<file path="src/rtl/tfp_pkg.sv">
// Shared types, constants and codes of the telemetry frame parser.
`timescale 1ns / 1ps

package tfp_pkg;

    // Frame layout
    localparam int unsigned NONCE_LEN    = 12;
    localparam int unsigned TAG_LEN      = 16;
    localparam int unsigned MAGIC_LEN    = 4;
    localparam int unsigned SESSION_END  = 12;
    localparam int unsigned SEQUENCE_END = 16;
    localparam int unsigned PREFIX_LEN   = 20;
    localparam int unsigned HEADER_LEN   = PREFIX_LEN + NONCE_LEN + TAG_LEN;

    localparam int unsigned COUNT_W = 12;
    localparam logic [COUNT_W-1:0] COUNT_MAX = {COUNT_W{1'b1}};

    localparam logic [7:0] MAGIC_BYTES [MAGIC_LEN] = '{8'h4E, 8'h33, 8'h57, 8'h32};

    // Result kinds
    localparam logic [1:0] KIND_NONCE   = 2'd0;
    localparam logic [1:0] KIND_TAG     = 2'd1;
    localparam logic [1:0] KIND_CIPHER  = 2'd2;
    localparam logic [1:0] KIND_SUMMARY = 2'd3;

    // Summary status
    localparam logic [1:0] STATUS_OK        = 2'd0;
    localparam logic [1:0] STATUS_TRUNCATED = 2'd1;
    localparam logic [1:0] STATUS_REJECTED  = 2'd2;

    // Configuration registers
    localparam int unsigned CFG_ADDR_W = 3;
    localparam logic        CFG_IDX_PAYLOAD_LIMIT = 1'b0;
    localparam logic        CFG_IDX_MAX_CIPHER    = 1'b1;
    localparam logic [COUNT_W-1:0] PAYLOAD_LIMIT_RESET = 12'd1470;
    localparam logic [COUNT_W-1:0] MAX_CIPHER_RESET    = 12'd1422;

    // Result queue
    localparam int unsigned QUEUE_DEPTH_DEFAULT = 4;

    typedef struct packed {
        logic [7:0] data_byte;
        logic       end_of_frame;
    } in_t;

    typedef struct packed {
        logic [1:0]         kind;
        logic [7:0]         byte_value;
        logic [COUNT_W-1:0] byte_index;
        logic [63:0]        session_id;
        logic [31:0]        sequence_res;
        logic [31:0]        epoch;
        logic [1:0]         status;
        logic               last;
    } out_t;

    typedef struct packed {
        logic [COUNT_W-1:0] payload_limit;
        logic [COUNT_W-1:0] max_cipher_len;
    } cfg_t;

    // Up to two results from one accepted byte: byte result first, then summary
    typedef struct packed {
        logic byte_valid;
        out_t byte_res;
        logic sum_valid;
        out_t sum_res;
    } push_t;

endpackage

</file>
<file path="src/rtl/telemetry_frame_parser_core.sv">
// Top level of the telemetry frame parser.
//
//  channel   direction  handshake                  payload
//  byte      in         byte_valid / byte_stall    byte_data   (in_t)
//  result    out        result_valid / result_stall result_data (out_t)
//  config    in         APB psel/penable/pwrite    paddr, pwdata, prdata
//
// One byte is taken per cycle unless byte_stall; its results land in the result queue
// at the same edge. A byte yields zero, one or two results; the single result port
// drains one a cycle unless result_stall; a passed-on last byte pushes two at once.
// byte_stall rises when the queue has fewer than two free entries.
// Reset clears the frame state and the queue and restores the register defaults.
`timescale 1ns / 1ps

module telemetry_frame_parser_core
    import tfp_pkg::*;
#(
    parameter int unsigned QUEUE_DEPTH = QUEUE_DEPTH_DEFAULT
)
(
    input  logic                  clk,
    input  logic                  rst_n,
    input  logic                  byte_valid,
    output logic                  byte_stall,
    input  in_t                   byte_data,
    output logic                  result_valid,
    input  logic                  result_stall,
    output out_t                  result_data,
    input  logic                  psel,
    input  logic                  penable,
    input  logic                  pwrite,
    input  logic [CFG_ADDR_W-1:0] paddr,
    input  logic [31:0]           pwdata,
    output logic [31:0]           prdata,
    output logic                  pready
);

    cfg_t  cfg;
    push_t push;
    logic  queue_full;
    logic  accept;

    assign byte_stall = queue_full;
    assign accept     = byte_valid && !byte_stall;

    tfp_cfg u_cfg (
        .clk     (clk),
        .rst_n   (rst_n),
        .psel    (psel),
        .penable (penable),
        .pwrite  (pwrite),
        .paddr   (paddr),
        .pwdata  (pwdata),
        .prdata  (prdata),
        .pready  (pready),
        .cfg     (cfg)
    );

    tfp_parser u_parser (
        .clk    (clk),
        .rst_n  (rst_n),
        .accept (accept),
        .item   (byte_data),
        .cfg    (cfg),
        .push   (push)
    );

    tfp_out_queue #(
        .DEPTH (QUEUE_DEPTH)
    ) u_queue (
        .clk       (clk),
        .rst_n     (rst_n),
        .push      (push),
        .full      (queue_full),
        .out_valid (result_valid),
        .out_stall (result_stall),
        .out_data  (result_data)
    );

endmodule

</file>
<file path="src/rtl/tfp_cfg.sv">
// APB configuration registers of the telemetry frame parser.
`timescale 1ns / 1ps

module tfp_cfg
    import tfp_pkg::*;
(
    input  logic                  clk,
    input  logic                  rst_n,
    input  logic                  psel,
    input  logic                  penable,
    input  logic                  pwrite,
    input  logic [CFG_ADDR_W-1:0] paddr,
    input  logic [31:0]           pwdata,
    output logic [31:0]           prdata,
    output logic                  pready,
    output cfg_t                  cfg
);

    logic [COUNT_W-1:0] payload_limit_reg;
    logic [COUNT_W-1:0] max_cipher_reg;
    logic               wr_en;
    logic               reg_idx;

    assign pready  = 1'b1;
    assign wr_en   = psel && penable && pwrite;
    assign reg_idx = paddr[2];

    always_ff @(posedge clk or negedge rst_n)
    begin
        if (!rst_n)
        begin
            payload_limit_reg <= PAYLOAD_LIMIT_RESET;
            max_cipher_reg    <= MAX_CIPHER_RESET;
        end
        else if (wr_en)
        begin
            case (reg_idx)
                CFG_IDX_PAYLOAD_LIMIT: payload_limit_reg <= pwdata[COUNT_W-1:0];
                CFG_IDX_MAX_CIPHER:    max_cipher_reg    <= pwdata[COUNT_W-1:0];
                default:               payload_limit_reg <= payload_limit_reg;
            endcase
        end
    end

    always_comb
    begin
        case (reg_idx)
            CFG_IDX_PAYLOAD_LIMIT: prdata = {{(32-COUNT_W){1'b0}}, payload_limit_reg};
            CFG_IDX_MAX_CIPHER:    prdata = {{(32-COUNT_W){1'b0}}, max_cipher_reg};
            default:               prdata = '0;
        endcase
    end

    assign cfg.payload_limit  = payload_limit_reg;
    assign cfg.max_cipher_len = max_cipher_reg;

endmodule

</file>
<file path="src/rtl/tfp_parser.sv">
// Per-byte frame state and result generation.
`timescale 1ns / 1ps

module tfp_parser
    import tfp_pkg::*;
(
    input  logic  clk,
    input  logic  rst_n,
    input  logic  accept,
    input  in_t   item,
    input  cfg_t  cfg,
    output push_t push
);

    logic [COUNT_W-1:0] byte_count_reg, byte_count_next;
    logic               magic_match_reg, magic_match_next;
    logic [63:0]        session_reg, session_next;
    logic [31:0]        sequence_reg, sequence_next;
    logic [31:0]        epoch_reg, epoch_next;

    logic [COUNT_W-1:0] pos;
    logic [COUNT_W-1:0] offset;
    logic [COUNT_W:0]   frame_len;
    logic [COUNT_W:0]   cipher_len;
    logic               pass_on;
    logic [1:0]         byte_kind;
    logic [1:0]         status;

    assign pos    = byte_count_reg;
    assign offset = pos - COUNT_W'(PREFIX_LEN);

    always_comb
    begin
        magic_match_next = magic_match_reg;
        session_next     = session_reg;
        sequence_next    = sequence_reg;
        epoch_next       = epoch_reg;
        pass_on          = 1'b0;

        if (pos < COUNT_W'(MAGIC_LEN))
        begin
            if (item.data_byte != MAGIC_BYTES[pos[1:0]])
                magic_match_next = 1'b0;
        end
        else if (pos < COUNT_W'(SESSION_END))
            session_next = {session_reg[55:0], item.data_byte};
        else if (pos < COUNT_W'(SEQUENCE_END))
            sequence_next = {sequence_reg[23:0], item.data_byte};
        else if (pos < COUNT_W'(PREFIX_LEN))
            epoch_next = {epoch_reg[23:0], item.data_byte};
        else
            pass_on = magic_match_reg && (pos < cfg.payload_limit);

        if (offset < COUNT_W'(NONCE_LEN))
            byte_kind = KIND_NONCE;
        else if (offset < COUNT_W'(NONCE_LEN + TAG_LEN))
            byte_kind = KIND_TAG;
        else
            byte_kind = KIND_CIPHER;

        // saturated count stands for "at least 4096", still over any limit
        frame_len  = {1'b0, pos} + 1'b1;
        cipher_len = frame_len - (COUNT_W+1)'(HEADER_LEN);
        if (frame_len <= (COUNT_W+1)'(HEADER_LEN))
            status = STATUS_TRUNCATED;
        else if (frame_len > {1'b0, cfg.payload_limit} || !magic_match_next ||
                 session_next == '0 || epoch_next == '0 ||
                 cipher_len > {1'b0, cfg.max_cipher_len})
            status = STATUS_REJECTED;
        else
            status = STATUS_OK;

        byte_count_next = (byte_count_reg == COUNT_MAX) ? byte_count_reg
                                                        : byte_count_reg + 1'b1;
    end

    always_comb
    begin
        push.byte_valid              = accept && pass_on;
        push.byte_res                = '0;
        push.byte_res.kind           = byte_kind;
        push.byte_res.byte_value     = item.data_byte;
        push.byte_res.byte_index     = offset;
        push.byte_res.last           = !item.end_of_frame;

        push.sum_valid               = accept && item.end_of_frame;
        push.sum_res                 = '0;
        push.sum_res.kind            = KIND_SUMMARY;
        push.sum_res.session_id      = session_next;
        push.sum_res.sequence_res    = sequence_next;
        push.sum_res.epoch           = epoch_next;
        push.sum_res.status          = status;
        push.sum_res.last            = 1'b1;
    end

    always_ff @(posedge clk or negedge rst_n)
    begin
        if (!rst_n)
        begin
            byte_count_reg  <= '0;
            magic_match_reg <= 1'b1;
            session_reg     <= '0;
            sequence_reg    <= '0;
            epoch_reg       <= '0;
        end
        else if (accept)
        begin
            if (item.end_of_frame)
            begin
                byte_count_reg  <= '0;
                magic_match_reg <= 1'b1;
                session_reg     <= '0;
                sequence_reg    <= '0;
                epoch_reg       <= '0;
            end
            else
            begin
                byte_count_reg  <= byte_count_next;
                magic_match_reg <= magic_match_next;
                session_reg     <= session_next;
                sequence_reg    <= sequence_next;
                epoch_reg       <= epoch_next;
            end
        end
    end

    a_eof_clears: assert property (@(posedge clk) disable iff (!rst_n)
        accept && item.end_of_frame |=> byte_count_reg == '0 && magic_match_reg)
        else $error("frame state not cleared after end of frame");

    a_no_pass_in_prefix: assert property (@(posedge clk) disable iff (!rst_n)
        push.byte_valid |-> byte_count_reg >= COUNT_W'(PREFIX_LEN) && magic_match_reg)
        else $error("byte passed on from the fixed prefix or after bad magic");

    a_count_saturates: assert property (@(posedge clk) disable iff (!rst_n)
        accept && !item.end_of_frame && byte_count_reg == COUNT_MAX
        |=> byte_count_reg == COUNT_MAX)
        else $error("byte count wrapped instead of saturating");

endmodule

</file>
<file path="src/rtl/tfp_out_queue.sv">
// Result queue taking up to two results a cycle, one out unless stalled.
`timescale 1ns / 1ps

module tfp_out_queue
    import tfp_pkg::*;
#(
    parameter int unsigned DEPTH = QUEUE_DEPTH_DEFAULT
)
(
    input  logic  clk,
    input  logic  rst_n,
    input  push_t push,
    output logic  full,
    output logic  out_valid,
    input  logic  out_stall,
    output out_t  out_data
);

    localparam int unsigned PTR_W = (DEPTH > 1) ? $clog2(DEPTH) : 1;
    localparam int unsigned CNT_W = $clog2(DEPTH + 1);

    out_t             entry_mem [DEPTH];
    logic [PTR_W-1:0] wr_ptr_reg, wr_ptr_next;
    logic [PTR_W-1:0] rd_ptr_reg, rd_ptr_next;
    logic [CNT_W-1:0] count_reg, count_next;
    logic [PTR_W-1:0] wr_ptr_2nd;
    logic [1:0]       n_push;
    logic             pop;
    out_t             first_res;

    function automatic logic [PTR_W-1:0] ptr_inc(input logic [PTR_W-1:0] ptr);
        ptr_inc = (ptr == PTR_W'(DEPTH - 1)) ? '0 : ptr + 1'b1;
    endfunction

    assign n_push     = {1'b0, push.byte_valid} + {1'b0, push.sum_valid};
    assign pop        = out_valid && !out_stall;
    assign wr_ptr_2nd = ptr_inc(wr_ptr_reg);
    assign first_res  = push.byte_valid ? push.byte_res : push.sum_res;

    // room for two results is needed before a byte can be taken
    assign full      = count_reg > CNT_W'(DEPTH - 2);
    assign out_valid = count_reg != '0;
    assign out_data  = entry_mem[rd_ptr_reg];

    always_comb
    begin
        case (n_push)
            2'd1:    wr_ptr_next = wr_ptr_2nd;
            2'd2:    wr_ptr_next = ptr_inc(wr_ptr_2nd);
            default: wr_ptr_next = wr_ptr_reg;
        endcase
        rd_ptr_next = pop ? ptr_inc(rd_ptr_reg) : rd_ptr_reg;
        count_next  = count_reg + CNT_W'(n_push) - CNT_W'(pop);
    end

    always_ff @(posedge clk)
    begin
        if (n_push != 2'd0)
            entry_mem[wr_ptr_reg] <= first_res;
        if (n_push == 2'd2)
            entry_mem[wr_ptr_2nd] <= push.sum_res;
    end

    always_ff @(posedge clk or negedge rst_n)
    begin
        if (!rst_n)
        begin
            wr_ptr_reg <= '0;
            rd_ptr_reg <= '0;
            count_reg  <= '0;
        end
        else
        begin
            wr_ptr_reg <= wr_ptr_next;
            rd_ptr_reg <= rd_ptr_next;
            count_reg  <= count_next;
        end
    end

    a_count_bound: assert property (@(posedge clk) disable iff (!rst_n)
        count_reg <= CNT_W'(DEPTH))
        else $error("result queue overflow");

    a_count_track: assert property (@(posedge clk) disable iff (!rst_n)
        1'b1 |=> count_reg == $past(count_reg) + CNT_W'($past(n_push)) - CNT_W'($past(pop)))
        else $error("result queue count lost track");

    a_push_room: assert property (@(posedge clk) disable iff (!rst_n)
        n_push != 2'd0 |-> CNT_W'(DEPTH) - count_reg >= CNT_W'(n_push))
        else $error("push into result queue without room");

endmodule

</file>
<file path="config.mk">
export PLATFORM = sky130hd
export DESIGN_NAME = telemetry_frame_parser_core
export DESIGN_NICKNAME = d
export VERILOG_FILES = /design/src/rtl/tfp_pkg.sv /design/src/rtl/telemetry_frame_parser_core.sv /design/src/rtl/tfp_cfg.sv /design/src/rtl/tfp_parser.sv /design/src/rtl/tfp_out_queue.sv
export SDC_FILE = /design/constraint.sdc
export NUM_CORES = 1
export LEC_CHECK = 0
export BUFFER_PORTS_ARGS = -buffer_cell sky130_fd_sc_hd__buf_2
export CELL_PAD_IN_SITES_DETAIL_PLACEMENT = 0
export CELL_PAD_IN_SITES_GLOBAL_PLACEMENT = 1
export CORE_AREA = 4 4 272 274
export CTS_CLUSTER_SIZE = 25
export DETAILED_ROUTE_END_ITERATION = 8
export DIE_AREA = 0 0 276 278
export HOLD_SLACK_MARGIN = 0.08
export PLACE_DENSITY = 0.85
export SYNTH_ARGS = -nofsm -noshare
export SYNTH_HDL_FRONTEND = slang
export SYNTH_SLANG_ARGS = --single-unit
export TNS_END_PERCENT = 30
</file>
<file path="constraint.sdc">
create_clock -name clk -period 10.3 [get_ports clk]
set_input_delay 0.515 -clock clk [delete_from_list [all_inputs] [get_ports clk]]
set_output_delay 0.515 -clock clk [all_outputs]
set_load 0.01 [all_outputs]
</file>
* After elaboration in Yosys (flattened, before gate mapping)
Memory sizes are Yosys's and may differ from the RTL's.
Index checks and enable logic that the tools add are counted.
** Word-level totals
- Logic and storage cells :: 104
- Input bits :: 51
- Bits in writable memories :: 612
- Output and inout bits :: 188
- Flip-flop bits (word level) :: 172
- Memories :: 1
** Operators by class
- Equal/unequal tests :: 8
- Bitwise operators :: 2
- $lt $le $gt $ge :: 12
- Reduce and logical (&&, ||, !) cells :: 23
- $add $sub $neg :: 10
- Mux-type cells :: 38
** Memories
- u_queue.entry_mem :: depth 4, width 153, rd ports 1, clocked after memory_dff 0, write ports 2, line tfp_out_queue.sv:22 : out_t entry_mem [DEPTH];
** Operators with widths (count)
- $mux 32 :: 9
- $mux 64 :: 3
- $mux 153 :: 1
- $logic_not 64->1 :: 1
- $pmux 32 s2 :: 1
- $lt 12x5->1 const B :: 3
- $logic_not 32->1 :: 1
- $gt 13x12->1 :: 2
- $lt 12x4->1 const B :: 2
- $mux 12 :: 2
- $bmux 8 s2 :: 1
- $mux 8 :: 2
- $mux 2 :: 7
- $add 12x1->13 const B :: 1
- $le 13x6->1 const B :: 1
- $sub 13x6->13 const B :: 1
- $add 12x1->12 const B :: 1
- $eq 12x12->1 const B :: 1
- $lt 12x12->1 :: 1
- $lt 12x3->1 const B :: 1
- $sub 12x5->12 const B :: 1
- $mux 1 :: 11
- $eq 2x2->1 const B :: 4
- $ne 8x8->1 :: 1
- 17 further kinds :: 34

* Longest topological paths before layout
Gate-level depths: netlist of the first run.
- Depth in word-level cells :: 15
- Depth in mapped cells :: 17
- Depth with buffers taken out :: 15

* Hierarchy
Synthesis of the first run repeated with hierarchy kept, for this count alone.
** Unflattened totals
- Cells, all modules :: 2568
- Area total of the unflattened synthesis :: 41064.4 µm²
** Modules (own cells, without submodules)
- tfp_out_queue :: cells each 1539, area an instance 30003.8 µm², sequential area each 18552.8 µm², instances 1
- tfp_parser :: cells each 940, area an instance 9756.9 µm², sequential area each 3529.6 µm², instances 1
- tfp_cfg :: cells each 88, area an instance 1290.0 µm², sequential area each 618.1 µm², instances 1
- telemetry_frame_parser_core :: cells each 1, area an instance 13.8 µm², sequential area each 0.0 µm², instances 1

* Worst setup path after synthesis of the first run
OpenSTA, ideal clock, no wires.
- Kind :: register to register
- Start point :: register u_parser.byte_count_reg[2]
- End point :: memory u_queue.entry_mem[0][35] (netlist name) (data pin)
- Arrival :: 6.124 ns
- Required time :: 10.159 ns
- Buffers on the path :: 3
- Cell stages (with the launch flop) :: 17
- Setup slack :: 4.036 ns
- Library setup time :: 0.141 ns
- Cell sequence :: dfrtp_1 > clkbuf_1 > inv_1 > ha_1 > and2b_1 > nor2_2 > a211oi_4 > nor2b_1 > inv_1 > ha_1 > nand2b_1 > and2_1 > inv_1 > o21ai_1 > buf_2 > buf_2 > nor2_1
** RTL lines
- start: declaration :: line tfp_parser.sv:15 : logic [COUNT_W-1:0] byte_count_reg, byte_count_next;
- start signal: assignment :: line tfp_parser.sv:118 : byte_count_reg <= byte_count_next;
- end: declaration :: line tfp_out_queue.sv:22

==> results by group, run 1 <==
Place
  – Cell Area, Placed: 37100 sq um
  – Gpl congestion: 0.832
  – IO buf count: 195
  – Post-detail-place hpwl: 54.6 mm

Worst setup path
  – Critical Path End Type: register
  – Setup CP Type: reg -> reg
  – Reg-to-Reg Start: u_parser.byte_count_reg[0]
  – Internal reg-to-reg setup slack: 3880 ps
  – CP Launch Type: register
  – Crit-path max cell delay: 880 ps
  – Worst Path Required: 10640 ps
  – CP Data Arrival Time: 6750 ps
  – Slowest cell on crit path: and2_1
  – CP Buf/Inv Count: 6
  – Maximum fanout along the worst path: 66
  – Crit-path leading delay family: buffers and inverters
  – CP most frequent cell: buf_4
  – R2R depth: 17
  – CP Cell Sequence: inv_1 > ha_1 > nor2b_1 > o211ai_1 > a21o_1 > a21oi_1 > buf_4 > nor2b_1 > inv_1 > ha_1 > nand2b_1 > and2_1 > inv_6 > o21ai_4 > buf_4 > buf_4 > nor2_1
  – Worst r2r dst: u_queue.entry_mem[0][59]

Yosys
  – Synth top cells by count: nor2_1 (546), edfxtp_1 (520), nand2_1 (211), o21ai_0 (185), dfrtp_1 (157)
  – Post-synth top area share: 43.9%
  – Sequential share of the synthesized area: 61.2%
  – Cell with the most instances after synthesis: nor2_1
  – Most used DFF post-synth: edfxtp_1
  – Ys async rst share: 21.9%
  – Cells after Synth: 2779
  – Cell variety after synth: 68
  – Syn avg cell area: 12.8 sq um
  – Number of enable flip-flop cells after synthesis: 520
  – Number of synthesis warnings: 0
  – Top cells by area, synth: edfxtp_1 (44%), dfrtp_1 (11%), mux4_2 (9.7%)
  – Cell taking the most area after synthesis: edfxtp_1
  – Synthesized area: 35600 sq um
  – #FFs+latches synth: 784

GRT
  – Initial antenna violation count: 0
  – GRT overflow: 0
  – Number of global-route vias before repair: 24000
  – GRT Total Usage: 23.3%
  – Global-route wire length before repair: 140 mm
  – Largest net degree at the start of global routing: 131

Clock network
  – Clock transition at the registers of the reported paths: 60 ps
  – Hold-fix buffers, CTS: 1
  – Root Buffer: clkbuf_16
  – Inserted Clock Buffers: 83
  – Post-CTS sizing: 0
  – Htree depth: 3
  – TritonCTS Sinks: 784
  – Worst skew pair latency: 620 ps
  – Post-CTS Repair Setup Buffers: 0
  – CTS tree: yes
  – Clk buf depth: 3

Power
  – Internal power: 6.28 mW
  – Total power: 9.03 mW
  – Logic pwr share: 25.1%
  – Switch share: 30.5%
  – LEAKAGE: 14.8 nW
  – VDD IR max: 0.201 mV
  – Clock network power share: 32.5%
  – PD cells: 227 nW/um^2
  – Sequential Power Share: 42.4%
  – Psw: 2.76 mW

Finish
  – Cell area after layout: 39800 sq um
  – Final #Nets: 2996
  – Antenna cells: 0
  – # fillers: 5776
  – Layout area overhead: 12.0%
  – Share of cells above drive strength 1: 19.0%
  – Largest register FFs: 612

STA
  – Worst hold margin: 159 ps
  – Worst-Margin Slew: 1190 ps
  – Clock skew: 23.9 ps
  – Fin crit period: 6420 ps
  – Setup Viol. Count Final: 0
  – Max Freq: 0.156 GHz
  – Setup TNS: 0 ps
  – Tcrit/Tclk final: 62.3%
  – Final Max Slew Viols: 0
  – Final Hold Vio Count: 0
  – Relative slew slack: 20.8%
  – RSZ-0062 raised after global routing: no

Die
  – Die Ht: 278 microns
  – Die Footprint: 76700 sq um
  – Initial Util: 49.9%
  – Total core area: 71400 sq um
  – Chip width: 276 microns
  – Site Rows: 98
  – # IOs: 239

Job
  – Max-Cap Viols: 0

Drt
  – # DRC: 0
  – Avg Vias per Cell: 5.98
  – Via count: 23400
  – Average wire per standard cell: 23.1 microns
  – Drt initial violations: 2314
  – DR pass1 iterations: 6
  – Final WL: 90.4 mm
  – Post-route ant nets: 0

Min path
  – HP Start: pwdata[6]
  – WHS Endpoint: u_cfg.payload_limit_reg[6]
  – Worst Hold Class: in -> reg
  – Hold path cells: 2

Run status
  – Status: completed
## power by group through the flow
| stage | Sequential [mW] | Clock [mW] | Combinational (mW) |
|---|---|---|---|
| 6_report | 3.83 | 2.94 | 2.27 |
| 5_1_grt | 3.86 | 3.13 | 2.46 |
| 4_1_cts | 3.83 | 2.98 | 2.32 |
| 3_5_place_dp | 3.89 | 0 | 2.32 |
| 3_3_place_gp | 3.87 | 0 | 2.30 |
| 2_1_floorplan | 3.77 | 0 | 1.56 |
## metal layers
metal | GRT usage (%) | vias up | share of wire, %
met1 | 29.5 | 11900 | 39
met5 | 0 | - | 0
li1 | - | 10400 | -
met3 | 4.97 | 162 | 6.9
met4 | 8.09 | 0 | 3.5
met2 | 40.2 | 867 | 50
## area by class of cell
type	count	area [sq um]	share of cell area, %
Sequential cell	784	21800	54.7
Clock buffer	128	2420	6.08
Multi-Input combinational cell	1741	12700	31.8
Timing Repair Buffer	228	1260	3.16
Tap cell	950	1190	2.98
Clock inverter	27	288	0.722
Inverter	51	211	0.531
## worst max-delay path by stage
stage / cells past startpoint / end / from / slack (ps)
global route: 17 / u_queue.entry_mem[0][26] / u_parser.byte_count_reg[0] / 3430
detailed placement: 17 / u_queue.entry_mem[0][59] / u_parser.byte_count_reg[0] / 3800
floorplan: 16 / u_queue.entry_mem[0][35] / u_parser.byte_count_reg[2] / 4040
global placement: 17 / u_queue.entry_mem[0][59] / u_parser.byte_count_reg[0] / 3880
finish: 17 / u_queue.entry_mem[0][59] / u_parser.byte_count_reg[0] / 3880
CTS: 17 / u_queue.entry_mem[0][59] / u_parser.byte_count_reg[0] / 3810
## layout by cell type (no fill, tap or decap), types with 5 or more instances in the layout
cell         n
xnor2_1     22
dfrtp_1    155
clkinv_1     8
edfxtp_1   520
nor4_1      27
buf_2      193
a22o_1      40
ha_1        55
nand3_1     11
clkbuf_8     9
clkbuf_16   87
nand4_1     12
nor3b_1      5
a22oi_1    130
or3_1        7
nor3_1      11
nor2_1     545
mux2i_1    133
dfstp_2     15
a21o_1       7
conb_1      21
clkinv_2     6
mux4_2     153
clkbuf_1    32
nand2_1    211
o21ai_1     14
o21ai_0    185
a21oi_1     21
xor2_1       6
nand3b_1     5
mux2_2      27
nand4b_1     8
inv_1       47
buf_4       31
dfxtp_1     92
inv_6        7
nor2b_1      7
## cells by family (layout without fill, tap and decap cells)
group / Yosys count / count (layout) / share of synthesized area (%)
compound gates: 440 / 440 / 7.93
xor+xnor: 28 / 28 / 0.689
fa+ha+maj: 56 / 56 / 1.99
buf+inv: 273 / 434 / 3.52
flops: 784 / 784 / 61.2
mux: 313 / 313 / 14.3
other cells: 2 / 21 / 0.0211
simple gates: 883 / 883 / 10.4
## stage by stage
step           instances  setup WS, ps  utilization [%]
6_report            3909          3880             55.8
5_1_grt             3909          3430             55.8
4_1_cts             3909          3810             55.8
3_5_place_dp        3753          3800             52.0
3_3_place_gp        3753          3880             52.0
2_1_floorplan       2798          4040                -
Note: power is estimated with default switching activity, not from simulation.
==> run 2, diff against run 1 <==
Clock period 10.3 ns to 6 ns, I/O delays scaled along.
==> results by group, run 2 (synthesis results as in run 1) <==
Die
  – Die Footprint: 76700 sq um (unchanged)
  – Die Ht: 278 microns (unchanged)
  – Total core area: 71400 sq um (unchanged)
  – # IOs: 239 (unchanged)
  – Chip width: 276 microns (unchanged)
  – Site Rows: 98 (unchanged)
  – Initial Util: 49.9% (unchanged)

Clock network
  – Worst skew pair latency: 640 ps (was 620 ps)
  – CTS tree: yes (unchanged)
  – Post-CTS sizing: 0 (unchanged)
  – Clock transition at the registers of the reported paths: 60 ps (about the same)
  – Htree depth: 3 (unchanged)
  – Inserted Clock Buffers: 84 (was 83)
  – Clk buf depth: 3 (unchanged)
  – Root Buffer: clkbuf_16 (unchanged)
  – TritonCTS Sinks: 784 (unchanged)

GRT
  – GRT overflow: 0 (unchanged)
  – Largest net degree at the start of global routing: 134 (was 131)
  – Global-route wire length before repair: 141 mm (was 140 mm)
  – Number of global-route vias before repair: 24300 (was 24000)
  – Initial antenna violation count: 0 (unchanged)
  – GRT Total Usage: 23.4% (was 23.3%)

Run status
  – Status: completed (unchanged)

Place
  – IO buf count: 195 (unchanged)
  – Cell Area, Placed: 37200 sq um (was 37100 sq um)
  – Gpl congestion: 0.846 (was 0.832)
  – Placed cells: 3751 (was 3753)
  – Post-detail-place hpwl: 52.8 mm (was 54.6 mm)

Worst setup path
  – CP Buf/Inv Count: 4 (was 6)
  – Crit-path leading delay family: buffers and inverters (unchanged)
  – Critical Path End Type: register (unchanged)
  – Worst Path Required: 6340 ps (was 10640 ps)
  – Reg-to-Reg Start: u_parser.byte_count_reg[4] (was u_parser.byte_count_reg[0])
  – Internal reg-to-reg setup slack: 960 ps (was 3880 ps)
  – CP Launch Type: register (unchanged)
  – Slowest cell on crit path: and2_1 (unchanged)
  – Setup CP Type: reg -> reg (unchanged)
  – Worst r2r dst: u_queue.entry_mem[0][92] (was u_queue.entry_mem[0][59])
  – CP Cell Sequence: ha_1 > o21a_1 > o2111ai_1 > a21o_1 > a21oi_1 > buf_4 > nor2b_1 > inv_1 > ha_1 > nand2b_1 > and2_1 > clkinvlp_4 > o21ai_4 > buf_12 > nor2_1 (was inv_1 > ha_1 > nor2b_1 > o211ai_1 > a21o_1 > a21oi_1 > buf_4 > nor2b_1 > inv_1 > ha_1 > nand2b_1 > and2_1 > inv_6 > o21ai_4 > buf_4 > buf_4 > nor2_1)
  – CP Data Arrival Time: 5370 ps (was 6750 ps)
  – Maximum fanout along the worst path: 130 (was 66)
  – CP most frequent cell: ha_1 (was buf_4)
  – R2R depth: 15 (was 17)
  – Crit-path max cell delay: 830 ps (was 880 ps)

Min path
  – HP Start: byte_data[0] (was pwdata[6])
  – WHS Endpoint: u_parser.sequence_reg[31] (was u_cfg.payload_limit_reg[6])
  – Hold path cells: 2 (unchanged)
  – Worst Hold Class: in -> reg (unchanged)

Drt
  – Drt initial violations: 2424 (was 2314)
  – Post-route ant nets: 0 (unchanged)
  – Final WL: 91.2 mm (was 90.4 mm)
  – Via count: 23400 (about the same)
  – Average wire per standard cell: 23.2 microns (was 23.1 microns)
  – # DRC: 0 (unchanged)
  – Avg Vias per Cell: 5.97 (was 5.98)
  – DR pass1 iterations: 6 (unchanged)

Power
  – Total power: 15.8 mW (was 9.03 mW)
  – LEAKAGE: 15.0 nW (was 14.8 nW)
  – VDD IR max: 0.398 mV (was 0.201 mV)
  – PD cells: 393 nW/um^2 (was 227 nW/um^2)

STA
  – Setup Viol. Count Final: 0 (unchanged)
  – Tcrit/Tclk final: 83.9% (was 62.3%)
  – Final Max Slew Viols: 0 (unchanged)
  – Fin crit period: 5040 ps (was 6420 ps)
  – Final Hold Vio Count: 0 (unchanged)
  – Max Freq: 0.199 GHz (was 0.156 GHz)
  – Clock skew: 23.0 ps (was 23.9 ps)
  – Relative slew slack: 18.8% (was 20.8%)
  – RSZ-0062 raised after global routing: no (unchanged)
  – Worst-Margin Slew: 1210 ps (was 1190 ps)

Finish
  – Antenna cells: 0 (unchanged)
  – Final Util: 56.4% (was 55.8%)
  – # fillers: 5745 (was 5776)
  – Cell area after layout: 40200 sq um (was 39800 sq um)
  – Final Non-Filler Cells: 3922 (was 3909)
  – Final #Nets: 3008 (was 2996)
  – Share of cells above drive strength 1: 19.5% (was 19.0%)
  – Layout area overhead: 13.1% (was 12.0%)
  – Largest register FFs: 612 (unchanged)
  – Most frequent cells in the layout: nor2_1 (545), edfxtp_1 (520), nand2_1 (211), buf_2 (193), o21ai_0 (185) (unchanged)
  – Most common cell after layout, fill and taps aside: nor2_1 (unchanged)

Job
  – Max-Cap Viols: 0 (unchanged)
-- run 2: per-layer routing --
metal  up-vias  global-route usage (%)  part of all wire (%)
met2       903                    40.6                    51
met1     11900                    29.8                    39
li1      10400                       -                     -
met3       174                    4.15                   6.5
met5         -                       0                     0
met4         0                    8.27                   3.6
-- run 2: worst max-delay path by stage --
stage / slack [ps] / cells past startpoint / startpoint / to
4_1_cts: 1010 / 15 / u_parser.byte_count_reg[4] / u_queue.entry_mem[0][92]
6_report: 960 / 15 / u_parser.byte_count_reg[4] / u_queue.entry_mem[0][92]
3_3_place_gp: 1050 / 15 / u_parser.byte_count_reg[4] / u_queue.entry_mem[0][83]
5_1_grt: 650 / 15 / u_parser.byte_count_reg[4] / u_queue.entry_mem[0][92]
3_5_place_dp: 1050 / 15 / u_parser.byte_count_reg[4] / u_queue.entry_mem[0][92]
2_1_floorplan: -190 / 15 / u_parser.byte_count_reg[2] / u_queue.entry_mem[1][35]
-- run 2: through the flow --
stage          TNS (ps)  worst slack [ps]  hold WS, ps
2_1_floorplan    -38240              -186         4.41
3_3_place_gp          0              1050          264
3_5_place_dp          0              1050          273
4_1_cts               0              1010         99.3
5_1_grt               0               647          134
6_report              0               964          131
-- run 2: report_power, final --
| part | total (mW) | switching (mW) | internal, mW |
|---|---|---|---|
| sequential | 6.57 | 0.392 | 6.17 |
| clock | 5.32 | 2.15 | 3.17 |
| combinational | 3.91 | 2.26 | 1.65 |
| total | 15.8 | 4.80 | 11.0 |
-- run 2: layout make-up --
type	instances	area (sq um)	share of cell area, %
Clock buffer	108	2350	5.84
Tap cell	950	1190	2.95
Clock inverter	49	518	1.29
Multi-Input combinational cell	1741	12700	31.5
Inverter	51	209	0.519
Sequential cell	784	21800	54.2
Timing Repair Buffer	239	1500	3.73
-- run 2: repair_timing --
| item | in CTS | in global routing |
|---|---|---|
| hold buffers | 14 | 0 |
| setup buffers | 0 | 0 |
| endpoints found under the hold margin | 72 | 0 |
| setup endpoints to repair | 0 | 0 |
